<file path="src/rtl/core/clcd_pkg.sv">
// types, codes and the power-up event table shared by the lcd command sequencer
`timescale 1ns / 1ps

package clcd_pkg;

    localparam int CFG_W  = 24;
    localparam int ADDR_W = 2;
    localparam int IDX_W  = 5;

    // register indexes
    localparam logic [ADDR_W-1:0] REG_SHORT  = 2'd0;
    localparam logic [ADDR_W-1:0] REG_MEDIUM = 2'd1;
    localparam logic [ADDR_W-1:0] REG_LONG   = 2'd2;

    localparam logic [CFG_W-1:0] SHORT_RST  = 24'd16;
    localparam logic [CFG_W-1:0] MEDIUM_RST = 24'd160;
    localparam logic [CFG_W-1:0] LONG_RST   = 24'd320;

    // command modes
    localparam logic [1:0] MODE_POWERUP = 2'd0;
    localparam logic [1:0] MODE_INSTR   = 2'd1;
    localparam logic [1:0] MODE_DATA    = 2'd2;
    localparam logic [1:0] MODE_CURSOR  = 2'd3;

    // wait classes
    localparam logic [1:0] W_NONE   = 2'd0;
    localparam logic [1:0] W_SHORT  = 2'd1;
    localparam logic [1:0] W_MEDIUM = 2'd2;
    localparam logic [1:0] W_LONG   = 2'd3;

    localparam logic [7:0] CMD_HOME    = 8'h02;
    localparam logic [3:0] CMD_SET_DDR = 4'h8;
    localparam logic [7:0] POS_MAX     = 8'd15;

    localparam logic [IDX_W-1:0] PWR_LAST_IDX   = 5'd19;
    localparam logic [IDX_W-1:0] BYTE_LAST_IDX  = 5'd1;
    localparam logic [IDX_W-1:0] CUR_SHORT_LAST = 5'd3;
    localparam logic [IDX_W-1:0] CUR_LONG_LAST  = 5'd5;

    localparam logic SEL_INSTR = 1'b0;
    localparam logic SEL_DATA  = 1'b1;

    typedef struct packed {
        logic [1:0] mode;
        logic [7:0] value;
        logic [7:0] position;
    } item_t;

    typedef struct packed {
        logic [1:0] wait_class;
        logic       strobe_res;
        logic       select;
        logic [3:0] nibble;
        logic       last;
    } result_t;

    // power-up sequence, one event per index; last flag is added by the caller
    function automatic result_t pwr_event(input logic [IDX_W-1:0] idx);
        result_t r;
        r = '0;
        case (idx)
            5'd0:  r = '{W_MEDIUM, 1'b1, SEL_INSTR, 4'h3, 1'b0};
            5'd1:  r = '{W_LONG,   1'b1, SEL_INSTR, 4'h3, 1'b0};
            5'd2:  r = '{W_MEDIUM, 1'b1, SEL_INSTR, 4'h3, 1'b0};
            5'd3:  r = '{W_SHORT,  1'b1, SEL_INSTR, 4'h2, 1'b0};
            5'd4:  r = '{W_SHORT,  1'b0, SEL_INSTR, 4'h0, 1'b0};
            5'd5:  r = '{W_SHORT,  1'b1, SEL_INSTR, 4'h2, 1'b0};
            5'd6:  r = '{W_NONE,   1'b1, SEL_INSTR, 4'h8, 1'b0};
            5'd7:  r = '{W_SHORT,  1'b0, SEL_INSTR, 4'h0, 1'b0};
            5'd8:  r = '{W_SHORT,  1'b1, SEL_INSTR, 4'h0, 1'b0};
            5'd9:  r = '{W_NONE,   1'b1, SEL_INSTR, 4'h8, 1'b0};
            5'd10: r = '{W_MEDIUM, 1'b0, SEL_INSTR, 4'h0, 1'b0};
            5'd11: r = '{W_SHORT,  1'b1, SEL_INSTR, 4'h0, 1'b0};
            5'd12: r = '{W_NONE,   1'b1, SEL_INSTR, 4'hC, 1'b0};
            5'd13: r = '{W_SHORT,  1'b0, SEL_INSTR, 4'h0, 1'b0};
            5'd14: r = '{W_SHORT,  1'b1, SEL_INSTR, 4'h0, 1'b0};
            5'd15: r = '{W_NONE,   1'b1, SEL_INSTR, 4'h6, 1'b0};
            5'd16: r = '{W_MEDIUM, 1'b0, SEL_INSTR, 4'h0, 1'b0};
            5'd17: r = '{W_SHORT,  1'b1, SEL_INSTR, 4'h0, 1'b0};
            5'd18: r = '{W_NONE,   1'b1, SEL_INSTR, 4'h1, 1'b0};
            5'd19: r = '{W_SHORT,  1'b0, SEL_INSTR, 4'h0, 1'b0};
            default: r = '0;
        endcase
        return r;
    endfunction

endpackage

</file>
<file path="src/rtl/core/clcd_event_gen.sv">
// combinational decode of one pin event from the held command and event index
`timescale 1ns / 1ps

module clcd_event_gen (
    input  clcd_pkg::item_t                 cmd,
    input  logic [clcd_pkg::IDX_W-1:0]      idx,
    output clcd_pkg::result_t               ev
);
    import clcd_pkg::*;

    logic [7:0] byte_val;
    logic       byte_sel;
    logic       pos_ok;
    logic       is_last;

    assign pos_ok = (cmd.position <= POS_MAX);

    // byte slot is idx[2:1], high nibble on even index
    always_comb
    begin
        byte_val = cmd.value;
        byte_sel = SEL_INSTR;
        case (cmd.mode)
            MODE_INSTR:
            begin
                byte_val = cmd.value;
                byte_sel = SEL_INSTR;
            end
            MODE_DATA:
            begin
                byte_val = cmd.value;
                byte_sel = SEL_DATA;
            end
            MODE_CURSOR:
            begin
                if (idx[2:1] == 2'd0)
                begin
                    byte_val = CMD_HOME;
                    byte_sel = SEL_INSTR;
                end
                else if (idx[2:1] == 2'd1 && pos_ok)
                begin
                    byte_val = {CMD_SET_DDR, cmd.position[3:0]};
                    byte_sel = SEL_INSTR;
                end
                else
                begin
                    byte_val = cmd.value;
                    byte_sel = SEL_DATA;
                end
            end
            default:
            begin
                byte_val = cmd.value;
                byte_sel = SEL_INSTR;
            end
        endcase
    end

    always_comb
    begin
        case (cmd.mode)
            MODE_POWERUP: is_last = (idx == PWR_LAST_IDX);
            MODE_CURSOR:  is_last = (idx == (pos_ok ? CUR_LONG_LAST : CUR_SHORT_LAST));
            default:      is_last = (idx == BYTE_LAST_IDX);
        endcase
    end

    always_comb
    begin
        if (cmd.mode == MODE_POWERUP)
        begin
            ev = pwr_event(idx);
        end
        else
        begin
            ev.wait_class = idx[0] ? W_NONE : W_SHORT;
            ev.strobe_res = 1'b1;
            ev.select     = byte_sel;
            ev.nibble     = idx[0] ? byte_val[3:0] : byte_val[7:4];
            ev.last       = 1'b0;
        end
        ev.last = is_last;
    end

endmodule

</file>
<file path="src/rtl/core/char_lcd_4bit_command_sequencer_top.sv">
// top level of the 4-bit character lcd command sequencer
`timescale 1ns / 1ps

// usage
//   command channel: drive item with start high; the beat is taken at a rising
//   edge where start is high and busy is low
//   result channel: each pin event beat shows on result for one cycle with
//   result_strobe high; the receiver cannot stall, so it must take every beat
//   config port: cfg_en writes cfg_wdata into register cfg_addr (0 short,
//   1 medium, 2 long delay); index 3 is dropped; write only while idle
// timing
//   first event passes the held command register and the result register
//   before it shows on result, then one event per cycle: 20 for power-up,
//   2 for a byte, 4 or 6 for a positioned write
//   busy drops in the cycle the last event is decoded, so the next command
//   is taken then and its events follow with no gap
//   throughput is set by the one-event-per-cycle index counter
// reset
//   rst_n clears the sequencer and the result strobe and loads the
//   default delay counts 16, 160 and 320

module char_lcd_4bit_command_sequencer_top (
    input  logic                          clk,
    input  logic                          rst_n,
    input  logic                          start,
    output logic                          busy,
    input  clcd_pkg::item_t               item,
    output logic                          result_strobe,
    output clcd_pkg::result_t             result,
    input  logic                          cfg_en,
    input  logic [clcd_pkg::ADDR_W-1:0]   cfg_addr,
    input  logic [clcd_pkg::CFG_W-1:0]    cfg_wdata
);
    import clcd_pkg::*;

    // held command and event index
    item_t              cmd_reg;
    logic [IDX_W-1:0]   idx_reg;
    logic [IDX_W-1:0]   idx_next;
    logic               active_reg;
    logic               active_next;

    // result register
    result_t            res_reg;
    logic               res_valid_reg;

    // delay counts, held for the timing back end
    logic [CFG_W-1:0]   short_delay_reg;
    logic [CFG_W-1:0]   medium_delay_reg;
    logic [CFG_W-1:0]   long_delay_reg;

    result_t            ev;
    logic               accept;

    clcd_event_gen u_gen (
        .cmd (cmd_reg),
        .idx (idx_reg),
        .ev  (ev)
    );

    // free again once the final event of the held command is decoded
    assign busy   = active_reg && !ev.last;
    assign accept = start && !busy;

    always_comb
    begin
        idx_next    = idx_reg;
        active_next = active_reg;
        if (accept)
        begin
            idx_next    = '0;
            active_next = 1'b1;
        end
        else if (active_reg)
        begin
            idx_next = idx_reg + 1'b1;
            // stay active until the final event has been decoded
            if (ev.last)
            begin
                active_next = 1'b0;
            end
        end
    end

    always_ff @(posedge clk or negedge rst_n)
    begin
        if (!rst_n)
        begin
            active_reg    <= 1'b0;
            idx_reg       <= '0;
            res_valid_reg <= 1'b0;
        end
        else
        begin
            active_reg    <= active_next;
            idx_reg       <= idx_next;
            res_valid_reg <= active_reg;
        end
    end

    // payload registers, no reset
    always_ff @(posedge clk)
    begin
        if (accept)
        begin
            cmd_reg <= item;
        end
        res_reg <= ev;
    end

    always_ff @(posedge clk or negedge rst_n)
    begin
        if (!rst_n)
        begin
            short_delay_reg  <= SHORT_RST;
            medium_delay_reg <= MEDIUM_RST;
            long_delay_reg   <= LONG_RST;
        end
        else if (cfg_en)
        begin
            case (cfg_addr)
                REG_SHORT:  short_delay_reg  <= cfg_wdata;
                REG_MEDIUM: medium_delay_reg <= cfg_wdata;
                REG_LONG:   long_delay_reg   <= cfg_wdata;
                default:    ;
            endcase
        end
    end

    assign result_strobe = res_valid_reg;
    assign result        = res_reg;

    // a taken command shows its first event after the held command and result registers
    a_first_event: assert property (@(posedge clk) disable iff (!rst_n)
        start && !busy |-> ##2 result_strobe)
        else $error("no event two cycles after command beat");

    // events of one command come without gaps
    a_no_gap: assert property (@(posedge clk) disable iff (!rst_n)
        result_strobe && !result.last |=> result_strobe)
        else $error("gap inside a command's event list");

    // wait-only events carry no nibble and instruction select
    a_wait_only: assert property (@(posedge clk) disable iff (!rst_n)
        result_strobe && !result.strobe_res |-> result.nibble == 4'h0 && !result.select)
        else $error("wait-only event with nibble or select set");

    // idle sequencer never reports busy
    a_idle_ready: assert property (@(posedge clk) disable iff (!rst_n)
        !active_reg |-> !busy)
        else $error("busy while idle");

endmodule
</file>
<file path="config.mk">
export PLATFORM = sky130hd
export DESIGN_NAME = char_lcd_4bit_command_sequencer_top
export DESIGN_NICKNAME = d
export VERILOG_FILES = /design/src/rtl/core/clcd_pkg.sv /design/src/rtl/core/clcd_event_gen.sv /design/src/rtl/core/char_lcd_4bit_command_sequencer_top.sv
export SDC_FILE = /design/constraint.sdc
export NUM_CORES = 1
export LEC_CHECK = 0
export BUFFER_PORTS_ARGS = -buffer_cell sky130_fd_sc_hd__buf_2
export CAP_MARGIN = 20
export CORE_MARGIN = 5
export CORE_UTILIZATION = 44
export CTS_BUF_LIST = sky130_fd_sc_hd__clkbuf_16
export CTS_CLUSTER_SIZE = 30
export DETAILED_ROUTE_END_ITERATION = 8
export GPL_ROUTABILITY_DRIVEN = 0
export PLACE_DENSITY = 0.72
export SLEW_MARGIN = 20
export SYNTH_ARGS = -nofsm -noshare
export SYNTH_HDL_FRONTEND = slang
export SYNTH_SLANG_ARGS = --single-unit
</file>
<file path="constraint.sdc">
create_clock -name clk -period 2.93 [get_ports clk]
set_input_delay 0.879 -clock clk [delete_from_list [all_inputs] [get_ports clk]]
set_output_delay 0.879 -clock clk [all_outputs]
set_load 0.05 [all_outputs]
</file>
==> results of run 1 <==
## cell usage after synthesis (2+ instances only)
master and count:
nand2_1 10, xor2_1 3, ha_1 10, clkbuf_1 8
mux2i_1 2, nand2b_1 6, a31oi_1 3, edfxtp_1 18
inv_1 9, dfxtp_1 9, a211oi_1 4, dfrtp_1 7
a21oi_1 11, nand4_1 2, nand3_1 5, nor2_1 14
nor3b_1 2, nand3b_1 2, o21bai_1 2, o21ai_0 12
nor2b_1 3
## layout make-up
cell class / instances / area, µm² / area share, %
Tap cell: 48 / 60.1 / 2.85
Inverter: 10 / 37.5 / 1.78
Multi-Input combinational cell: 105 / 754 / 35.7
Clock inverter: 3 / 16.3 / 0.771
Timing Repair Buffer: 39 / 221 / 10.5
Sequential cell: 34 / 896 / 42.4
Clock buffer: 5 / 125 / 5.93
## routing by layer
layer,up-vias,routed length [µm],GRT usage [%]
li1,636,-,-
met1,609,1410,16.0
met2,40,1740,22.8
met3,5,228,6.03
met4,0,65,6.89
met5,-,0,0
## worst min path at each step
stage	from	to	slack, ns
after detailed placement	cmd_reg[13]	result[2]	0.44
after CTS	rst_n	idx_reg[1]	0.42
after global placement	cmd_reg[13]	result[2]	0.46
after global routing	rst_n	active_reg	0.43
final	rst_n	idx_reg[1]	0.42
after floorplan	cmd_reg[13]	result[2]	0.43
## critical path, cell delays in order, from the launching register on
cell and delay, ns:
edfxtp_1 0.44, o41ai_2 0.57, nor3b_4 0.09, a21oi_2 0.19, a211oi_2 0.11, nor2_1 0.12, buf_6 0.17
## report_power, final
group	internal (W)	switching (W)	total, W
Combinational	0.000324	0.000591	0.000915
Clock	0.000309	0.000185	0.000495
Sequential	0.000626	0.000149	0.000775
Total	0.00126	0.000926	0.00219
## logic make-up after synthesis
| kind of cell | Yosys count | share of synthesized area (%) |
|---|---|---|
| xor+xnor | 4 | 2.10 |
| fa+ha+maj | 10 | 7.49 |
| buf+inv | 18 | 4.04 |
| mux | 2 | 1.20 |
| flops | 34 | 53.6 |
| compound gates | 41 | 15.9 |
| simple gates | 48 | 15.7 |
## per-stage QoR
step / cell area [µm²] / setup WS, ns / instances / hold WS [ns] / utilization, %
after floorplan: 1670 / 0.0119 / 157 / 0.428 / -
after global placement: 1910 / 0.354 / 234 / 0.464 / 52.1
after detailed placement: 1910 / 0.305 / 234 / 0.441 / 52.1
after CTS: 2050 / 0.00859 / 242 / 0.423 / 56.0
after global routing: 2110 / -0.0237 / 244 / 0.428 / 57.7
final: 2110 / 0.0654 / 244 / 0.419 / 57.7
## repair_timing
| action | CTS | global route |
|---|---|---|
| gates resized for setup | 0 | 10 |
| hold buffers | 0 | 0 |
| setup buffers | 0 | 2 |
| endpoints found under the setup margin | 0 | 1 |
==> impl_metrics.yaml, run 1 <==
layout:
  fill_cells: 296
  drive_above_1_share_pct: 29.1
  area_growth_pct: 26.3
  layout_common_cells: "buf_2, edfxtp_1, nor2_1"
  layout.nets: 253
  diodes: 0
  final_common_cell: "buf_2"
  largest_reg_flops: 18
detailed_routing:
  viasPerCell: 5.29
  drc: 0
  drt-initial-drc-count: 131
  routedWlPerCell_um: 14.1
  ant_nets: 0
  drt-pass1-iter-count: 4
  via_count: 1290
  drt-total-wl_um: 3440
floorplan:
  io_pins: 59
  initial_core_util_pct: 45.7
  coreArea_um2: 3660
  die_h_um: 71.6
  fp.dieW_um: 71.6
  die_area_um2: 5130
  num_rows: 22
yosys:
  yosys.area.top_type_share_pct: 32.3
  synth_top_area_cell: "edfxtp_1"
  syn_nets: 215
  syn_avg_cell_area_um2: 10.6
  synthTopCellsByArea: "edfxtp_1, dfxtp_1, dfrtp_1"
  synthArstFlopShare_pct: 20.6
  synth.distinct_cells: 36
  synth-seq-cells: 34
  synthCells: 157
  yosysSeqAreaShare_pct: 53.6
  synth_edf_count: 18
  ys.warnings.count: 0
  synth_area_um2: 1670
  synth_top_flop_cell: "edfxtp_1"
setup_path:
  r2r_cells: 8
  critPathArrivalTime_ns: 1.99
  reg2reg_from: "cmd_reg[16]"
  ff2ff_setup_slack_ns: 0.75
  crit_required_ns: 2.05
  cp_max_fo: 2
  cp-start-kind: "flip-flop"
  end_kind: "primary output"
  crit_start: "cmd_reg[5]"
  path_class: "reg2out"
  r2r-end: "cmd_reg[16]"
  cp-endpoint: "busy"
outcome:
  status: "complete, no violations"
timing:
  max_slew.worst_pin.slew_ns: 0.497
  hold_viol: 0
  finalCritPeriodShare_pct: 97.8
  drv_slew: 0
  tns_ns: 0
  timing.clock.skew_ns: 0.00521
  min_period_ns: 2.86
  slew_headroom_pct: 66.5
  fmax_mhz: 349
  setup_viol: 0
pwr:
  p_total_w: 0.00219
  p_leak_nw: 0.856
  ir_worst_vdd_mv: 0.468
  cellPowerDensity_nw_per_um2: 1040
grt:
  grt_overflow_total: 0
  grt_pass1_wl_um: 5550
  antenna_found_initial: 0
  grt_util_all_layers_pct: 14.1
  grt_start_max_net_pins: 19
  grt_pass1_vias: 1241
clocking:
  root_buffer: "clkbuf_16"
  h-tree-depth: 2
  clkLatencyLatePin_ns: 0.28
  cts.clk_slew.worst_paths_ns: 0.05
  cts_made_buffers: 5
  cts_tree: "yes"
  clk_path_buf_depth: 2
  cts_sinks: 34
placed_design:
  dp_hpwl_um: 2340
  port_buffers: 31
job:
  drv_cap: 0
worst_hold_path:
  hold_path_class: "in2async"
No activity file was read; power rests on OpenSTA's default activity.
==> run 2: changes to the inputs <==
- CORE_ASPECT_RATIO: unset -> 2
==> impl_metrics.yaml, run 2 (synthesis results as in run 1) <==
outcome:
  status: "complete, no violations"
pwr:
  ir_worst_vdd_mv: 0.682
  p_leak_nw: 0.899
  cellPowerDensity_nw_per_um2: 1090
placed_design:
  dp_hpwl_um: 2620
  place_inst: 236
  port_buffers: 31
layout:
  drive_above_1_share_pct: 31.2
  largest_reg_flops: 18
  layout_common_cells: "buf_2, edfxtp_1, nor2_1"
  final_cell_count_no_fill: 248
  final_common_cell: "buf_2"
  multiInputGateArea_um2: 764
  fill_cells: 317
  area_growth_pct: 31.4
  seqCellArea_um2: 896
  layout.nets: 256
  diodes: 0
timing:
  timing.clock.skew_ns: 0.00454
  drv_slew: 0
  hold_viol: 0
  slew_headroom_pct: 66.3
  fmax_mhz: 352
  max_slew.worst_pin.slew_ns: 0.505
  setup_viol: 0
  worst_hold_slack_ns: 0.422
  finalCritPeriodShare_pct: 96.9
  min_period_ns: 2.84
detailed_routing:
  viasPerCell: 5.42
  drc: 0
  via_count: 1344
  drt-initial-drc-count: 58
  drt-total-wl_um: 3520
  ant_nets: 0
  drt-pass1-iter-count: 4
  routedWlPerCell_um: 14.2
setup_path:
  critPathArrivalTime_ns: 1.96
  crit_required_ns: 2.05
  cp_max_fo: 3
  end_kind: "primary output"
  max_stage_delay_ns: 0.42
  r2r_cells: 8
  cp-start-kind: "flip-flop"
  path_class: "reg2out"
  cp_top_family: "flip-flops"
  cp_num_buf_inv: 2
  cp_cell_sequence: "inv_1 > ha_4 > nor2b_4 > xnor2_2 > nand4_2 > a211oi_2 > nor2_1 > buf_6"
  cp_slowest_cell: "edfxtp_1"
  cp_num_cells: 8
clocking:
  cts_tree: "yes"
  cts_made_buffers: 5
  root_buffer: "clkbuf_16"
  cts_sinks: 34
  clkLatencyLatePin_ns: 0.28
  clk_path_buf_depth: 2
  cts.clk_slew.worst_paths_ns: 0.05
  ctsHoldBuffers: 0
  h-tree-depth: 2
floorplan:
  initial_core_util_pct: 45.8
  coreArea_um2: 3650
  fp.dieW_um: 53.6
  die_h_um: 97.2
  io_pins: 59
  die_area_um2: 5210
  num_rows: 31
grt:
  antenna_found_initial: 0
  grt_start_max_net_pins: 21
  grt_overflow_total: 0
  grt_pass1_vias: 1321
  grt_util_all_layers_pct: 14.8
  grt_pass1_wl_um: 5620
job:
  drv_cap: 0
worst_hold_path:
  hold_path_class: "in2async"
run 2: report_power, final:
| part | internal, W | total (W) | switching (W) |
|---|---|---|---|
| clock network | 0.000488 | 0.000670 | 0.000182 |
| logic | 0.000345 | 0.000964 | 0.000619 |
| registers | 0.000626 | 0.000762 | 0.000136 |
| total | 0.00146 | 0.00240 | 0.000937 |
run 2: layer usage:
layer	track usage [%]	part of all wire [%]
met3	4.15	4.5
met4	9.84	3.8
met1	13.0	35
met2	26.6	56
met5	0	0
run 2: final timing paths:
check | from | to | slack, ns
setup / recovery | cmd_reg[17] | busy | 0.09
hold / removal | rst_n | active_reg | 0.42
setup reg to reg | cmd_reg[17] | cmd_reg[14] | 0.84
hold reg to reg | cmd_reg[13] | result[2] | 0.46
max in group asynchronous | rst_n | idx_reg[2] | 2.35
min in group clk | cmd_reg[13] | result[2] | 0.46
run 2: cell type report:
class	instances	area share (%)
Clock buffer	5	5.69
Timing Repair Buffer	42	11.1
Inverter	10	1.71
Multi-Input combinational cell	105	34.8
Sequential cell	34	40.8
Clock inverter	3	3.13
Tap cell	49	2.79
run 2: per-stage QoR:
step                setup slack [ns]  total power (W)  instance area (µm²)  setup TNS, ns  utilization [%]
global placement               0.328          0.00164                 1920              0             52.6
floorplan                     0.0119          0.00142                 1670              0                -
CTS                          0.00382          0.00236                 2120              0             58.2
global route                 -0.0152          0.00253                 2200        -0.0152             60.3
detailed placement             0.264          0.00167                 1920              0             52.6
finish                        0.0921          0.00240                 2200              0             60.3
run 2: repair_timing:
action	CTS	global route
resized for setup	2	9
pin swaps	1	4
buffers inserted	1	3
endpoints found under the setup margin	1	1
gates cloned	0	0
